[src/hdl/y86_instruction_executor_macros.svh]
// Assertion macros for the Y86 instruction executor.
// Used by the top level only; needs no other file.
`ifndef Y86_INSTRUCTION_EXECUTOR_MACROS_SVH
`define Y86_INSTRUCTION_EXECUTOR_MACROS_SVH

// Antecedent implies consequent in the same cycle.
`define Y86_ASSERT_IMPLY(lbl, clk, rst, ante, cons) \
   lbl: assert property (@(posedge clk) disable iff (rst) (ante) |-> (cons)) \
      else $error("assertion failed: implication");

// Condition never holds.
`define Y86_ASSERT_NEVER(lbl, clk, rst, cond) \
   lbl: assert property (@(posedge clk) disable iff (rst) !(cond)) \
      else $error("assertion failed: forbidden condition");

`endif

[src/hdl/y86_pkg.sv]
// Shared types and constants of the Y86 instruction executor.
// Used by every module of the block; depends on nothing.
`timescale 1ns / 1ps
`default_nettype none

package y86_pkg;

   localparam int REG_COUNT = 8;
   localparam logic [2:0] SP_REG = 3'd4;

   // Run status codes
   localparam logic [2:0] ST_OK  = 3'd0;
   localparam logic [2:0] ST_HLT = 3'd1;
   localparam logic [2:0] ST_ADR = 3'd2;
   localparam logic [2:0] ST_INS = 3'd3;
   localparam logic [2:0] ST_OVF = 3'd4;
   localparam logic [2:0] ST_FIN = 3'd5;

   // Item actions
   localparam logic [1:0] ACT_LOAD  = 2'd0;
   localparam logic [1:0] ACT_START = 2'd1;
   localparam logic [1:0] ACT_EXEC  = 2'd2;

   // Configuration register indexes
   localparam logic CSR_CODE_START = 1'b0;
   localparam logic CSR_CODE_END   = 1'b1;

   // Opcodes
   localparam logic [7:0] OP_NOP    = 8'h00;
   localparam logic [7:0] OP_HALT   = 8'h10;
   localparam logic [7:0] OP_RRMOVL = 8'h20;
   localparam logic [7:0] OP_IRMOVL = 8'h30;
   localparam logic [7:0] OP_RMMOVL = 8'h40;
   localparam logic [7:0] OP_MRMOVL = 8'h50;
   localparam logic [7:0] OP_ADDL   = 8'h60;
   localparam logic [7:0] OP_SUBL   = 8'h61;
   localparam logic [7:0] OP_ANDL   = 8'h62;
   localparam logic [7:0] OP_XORL   = 8'h63;
   localparam logic [7:0] OP_MULL   = 8'h64;
   localparam logic [7:0] OP_CMPL   = 8'h65;
   localparam logic [7:0] OP_JMP    = 8'h70;
   localparam logic [7:0] OP_JLE    = 8'h71;
   localparam logic [7:0] OP_JL     = 8'h72;
   localparam logic [7:0] OP_JE     = 8'h73;
   localparam logic [7:0] OP_JNE    = 8'h74;
   localparam logic [7:0] OP_JGE    = 8'h75;
   localparam logic [7:0] OP_JG     = 8'h76;
   localparam logic [7:0] OP_CALL   = 8'h80;
   localparam logic [7:0] OP_RET    = 8'h90;
   localparam logic [7:0] OP_PUSHL  = 8'ha0;
   localparam logic [7:0] OP_POPL   = 8'hb0;
   localparam logic [7:0] OP_READB  = 8'hc0;
   localparam logic [7:0] OP_READL  = 8'hc1;
   localparam logic [7:0] OP_WRITEB = 8'hd0;
   localparam logic [7:0] OP_WRITEL = 8'hd1;
   localparam logic [7:0] OP_MOVSBL = 8'he0;

   typedef struct packed {
      logic [1:0]         action;
      logic [11:0]        load_address;
      logic [7:0]         load_byte;
      logic signed [31:0] input_value;
      logic               input_present;
   } y86_req_type;

   typedef struct packed {
      logic [2:0]         status;
      logic [11:0]        program_counter;
      logic               out_valid;
      logic               out_is_byte;
      logic signed [31:0] out_value;
      logic               zero_flag;
      logic               sign_flag;
      logic               overflow_flag;
   } y86_rsp_type;

   typedef enum logic [1:0] {
      CLS_LOAD  = 2'd0,
      CLS_START = 2'd1,
      CLS_EXEC  = 2'd2,
      CLS_NONE  = 2'd3
   } y86_cls_type;

   typedef struct packed {
      y86_cls_type cls;
      y86_req_type req;
   } y86_entry_type;

   typedef struct packed {
      logic pop;
      logic clearing;
   } y86_qctl_type;

   typedef struct packed {
      logic [11:0] code_start;
      logic [11:0] code_end;
   } y86_cfg_type;

endpackage

`default_nettype wire

[src/hdl/y86_front.sv]
// Front end: accepts transactions, classifies them and queues them.
// Depends on y86_pkg.
`timescale 1ns / 1ps
`default_nettype none

module y86_front (
   input  wire logic                   clock,
   input  wire logic                   reset,
   input  wire logic                   req_valid,
   output logic                        req_ready,
   input  wire y86_pkg::y86_req_type   req_data,
   input  wire y86_pkg::y86_qctl_type  qctl,
   output logic                        q_valid,
   output y86_pkg::y86_entry_type      q_entry
);

   y86_pkg::y86_entry_type q_ff [2];
   y86_pkg::y86_entry_type q_in;
   logic       wp_ff, wp_in, rp_ff, rp_in;
   logic [1:0] cnt_ff, cnt_in;
   logic       push;

   // Classify the incoming transaction
   always_comb begin
      q_in.req = req_data;
      case (req_data.action)
         y86_pkg::ACT_LOAD:  q_in.cls = y86_pkg::CLS_LOAD;
         y86_pkg::ACT_START: q_in.cls = y86_pkg::CLS_START;
         y86_pkg::ACT_EXEC:  q_in.cls = y86_pkg::CLS_EXEC;
         default:            q_in.cls = y86_pkg::CLS_NONE;
      endcase
   end

   assign req_ready = (cnt_ff != 2'd2) && !qctl.clearing;
   assign push      = req_valid && req_ready;
   assign q_valid   = (cnt_ff != 2'd0);
   assign q_entry   = q_ff[rp_ff];

   // Advance pointers and fill count
   always_comb begin
      wp_in  = push ? !wp_ff : wp_ff;
      rp_in  = qctl.pop ? !rp_ff : rp_ff;
      cnt_in = cnt_ff + {1'b0, push} - {1'b0, qctl.pop};
   end

   always_ff @(posedge clock) begin
      if (reset) begin
         wp_ff  <= 1'b0;
         rp_ff  <= 1'b0;
         cnt_ff <= 2'd0;
      end else begin
         wp_ff  <= wp_in;
         rp_ff  <= rp_in;
         cnt_ff <= cnt_in;
      end
   end

   // Hold queue payload
   always_ff @(posedge clock) begin
      if (push) begin
         q_ff[wp_ff] <= q_in;
      end
   end

endmodule

`default_nettype wire

[config.mk]
export PLATFORM = sky130hd
export DESIGN_NAME = y86_front
export DESIGN_NICKNAME = d
export VERILOG_FILES = /design/src/hdl/y86_instruction_executor_macros.svh /design/src/hdl/y86_pkg.sv /design/src/hdl/y86_front.sv
export SDC_FILE = /design/constraint.sdc
export NUM_CORES = 1
export LEC_CHECK = 0
export CORE_UTILIZATION = 45
export CTS_BUF_LIST = sky130_fd_sc_hd__clkbuf_8
export DETAILED_ROUTE_END_ITERATION = 6
export DONT_BUFFER_PORTS = 1
export GPL_TIMING_DRIVEN = 0
export PLACE_DENSITY = 0.65
export SYNTH_ARGS = -nofsm -noshare
export SYNTH_HDL_FRONTEND = slang
export SYNTH_SLANG_ARGS = --single-unit
export TNS_END_PERCENT = 1
[constraint.sdc]
create_clock -name clock -period 7.5 [get_ports clock]
set_input_delay 1.5 -clock clock [delete_from_list [all_inputs] [get_ports clock]]
set_output_delay 1.5 -clock clock [all_outputs]
set_load 0.01 [all_outputs]
==> out/qor.csv <==
stage,metric,value,unit
clock_network,CTS tree,done,
synthesis,sequential fraction of the synthesis area,0.788,
global_routing,total track usage,0.139,
final_layout,Nets,288,
synthesis,Mapped Nets,267,
sta,f_max,0.309,GHz
worst_setup_path,Crit Path Class,primary input to output pin,
sta,final hold slack,0.498,ns
synthesis,Synth Area per Inst,21.8,um^2
die,die height,102,um
detailed_routing,Avg Vias per Cell,5.06,
synthesis,Yosys top cell by area,edfxtp_1,
synthesis,Yosys cell types,24,
run_status,status,finished clean,
clock_network,"Clk Latency, worst-skew pair",0.41,ns
synthesis,Main synth FF type,edfxtp_1,
placed_design,post-DP HPWL,4470,um
sta,Final period util,0.431,
worst_setup_path,cell breakdown of the critical path,nor2_1,
power_and_ir_drop,PwrDens,279,nW/um^2
die,Die X-Extent,102,um
detailed_routing,Initial DRC Count,66,
sta,count of final setup violators,0,
sta,Clock Skews,0.00459,ns
worst_setup_path,Crit path max-delay family,simple AND/OR/NAND/NOR gates,
power_and_ir_drop,total power,1.40,mW
synthesis,most numerous cell in the Yosys netlist,edfxtp_1,
worst_setup_path,worst-path maximum fanout,3,
sta,fin. max-slew vios,0,
final_layout,layout cells sized above 1,0.397,
detailed_routing,DR vias,1883,
clock_network,Root Buffer,clkbuf_8,
worst_setup_path,CP Launch Type,primary input,
global_routing,vias in the first global route,1984,
synthesis,"EDFF count, synth",114,
sta,Worst Max-Slew Pin Slew,0.727,ns
detailed_routing,WL per Instance,18.3,um
worst_setup_path,CP Data Required Time,6.00,ns
detailed_routing,drt first pass iters,4,
die,Site Rows,36,
clock_network,CTS Hold Bufs,0,
die,CORE AREA,9680,um^2
min_path,worst hold path type,flop to flop,
die,total die area,10300,um^2
sta,RSZ-0062 raised after global routing,no,
sta,Final Hold Viols,0,
clock_network,Num CTS Buffers,17,
worst_setup_path,Buffers & Inverters on Critical Path,0,
sta,TNS Setup,0,ns
detailed_routing,Antenna Nets Post-Route,0,
worst_setup_path,"Arr. time, crit path",1.74,ns
synthesis,top post-synthesis cells by count,"edfxtp_1, mux2_4, mux2_2, dfxtp_1, nor2_1",
global_routing,gr ovfl total,0,
clock_network,Post-CTS Setup Inserts,0,
synthesis,yosys warns,0,
clock_network,"Clk pin slew, worst setup/hold paths",0.06,ns
global_routing,first-pass GRT wire length,9830,um
sta,final worst path period need,3.24,ns
job,Max-Cap Viols,0,
worst_setup_path,critical path endpoint category,output pin,
synthesis,Cells after Synth,205,
clock_network,post-CTS resize count,0,
placed_design,DP Worst Slack,4.26,ns
clock_network,Clock Sinks,119,
synthesis,synthesized area,4470,um^2
worst_setup_path,"Slowest-stage cell, CP",nor2_1,
global_routing,initial antenna violation count,0,
final_layout,ANT cells,0,
clock_network,H-tree depth,4,
die,Starting Density,0.462,
detailed_routing,detailed-route DRC error count,0,
sta,final setup margin,4.26,ns
synthesis,Synth top area share,0.765,
power_and_ir_drop,P_leak,1.72,nW
global_routing,largest net degree at the start of global routing,30,
final_layout,Area Growth Syn to Fin,12.6,%
detailed_routing,drt total wl,6800,um
placed_design,IO buf count,0,
power_and_ir_drop,VDD IR max,152,uV
worst_setup_path,"slowest stage delay, CP",0.24,ns
synthesis,top post-synthesis cells by area,"edfxtp_1, mux2_4, mux2_2, dfxtp_1, buf_6",
die,IO Pins,119,
placed_design,GPL Wtd Cong,0.673,
clock_network,clk buf depth,2,
synthesis,asr flop ratio synth,0,
synthesis,Seq cells post-synth,119,
sta,Slew headroom,0.516,
[flip-flops by register name, summed over array words and instances (netlist names), named ones only]
signal	flops
wp_ff	1
rp_ff	1
q_ff	114
cnt_ff	2
[cell usage in the layout, fill, tap and decap left out]
master      Yosys  final
edfxtp_1      114    114
mux2_4         30     30
mux2_2         27     27
clkbuf_8        0     17
dfxtp_1         5      5
nor2_1          4      4
inv_1           2      4
clkinv_2        0      4
clkinv_1        0      4
buf_6           3      3
clkbuf_1        2      2
buf_2           2      2
ha_1            2      2
clkinvlp_4      0      2
bufinv_16       0      2
buf_12          0      2
nor2b_4         1      1
nand2_1         1      1
buf_4           1      1
or2_2           1      1
and3_2          0      1
nand2b_1        1      1
or3_1           1      1
inv_2           0      1
nor2b_1         1      1
xnor2_1         1      1
o21ai_0         1      1
a21oi_1         1      1
xor2_1          1      1
and2_2          1      1
nor3_1          1      1
[final cells by class]
type                    instances  area (um^2)
fillers                       813         4650
flip-flops and latches        119         3520
multi-input cells              76          885
clock buffers                  17          234
well taps                     133          166
clock inverters                15          121
plain buffers                   8         58.8
repair buffers                  2         40.0
inverters                       2         7.51
[power breakdown]
part	total, mW	leakage (nW)	internal, mW	switching, mW
Combinational	0.121	0.450	0.0556	0.0657
Sequential	0.771	1.08	0.763	0.00814
Clock	0.512	0.189	0.283	0.228
[per-layer routing]
| layer | up-vias | track usage | wire length (um) |
|---|---|---|---|
| met1 | 947 | 0.135 | 2330 |
| li1 | 840 | - | - |
| met5 | - | 0 | 0 |
| met3 | 11 | 0.0787 | 750 |
| met4 | 0 | 0.0970 | 150 |
| met2 | 85 | 0.225 | 3570 |
[cell families (layout without fill, tap and decap cells)]
logic type,after synthesis,after routing,synth area share
xor+xnor,2,2,0.00392
flops,119,119,0.788
mux,57,57,0.169
fa+ha+maj,2,2,0.00559
buf+inv,10,44,0.0148
compound gates,2,2,0.00224
simple gates,13,13,0.0171
[through the flow]
step | cells | utilization | instance area (um^2)
final | 372 | 0.520 | 5040
after global routing | 372 | 0.520 | 5040
after CTS | 372 | 0.520 | 5040
after detailed placement | 340 | 0.483 | 4680
after global placement | 338 | 0.479 | 4640
after floorplan | 205 | - | 4470
[worst paths after layout]
kind / depth (start not counted) / start / slack (ns) / endpoint
max reg2reg: 4 / cnt_ff[1] / 5.46 / q_ff[1][49]
min: 2 / wp_ff / 0.50 / wp_ff
min reg2reg: 2 / wp_ff / 0.50 / wp_ff
max: 1 / qctl[0] / 4.26 / req_ready
(Power assumes the default switching activity.)
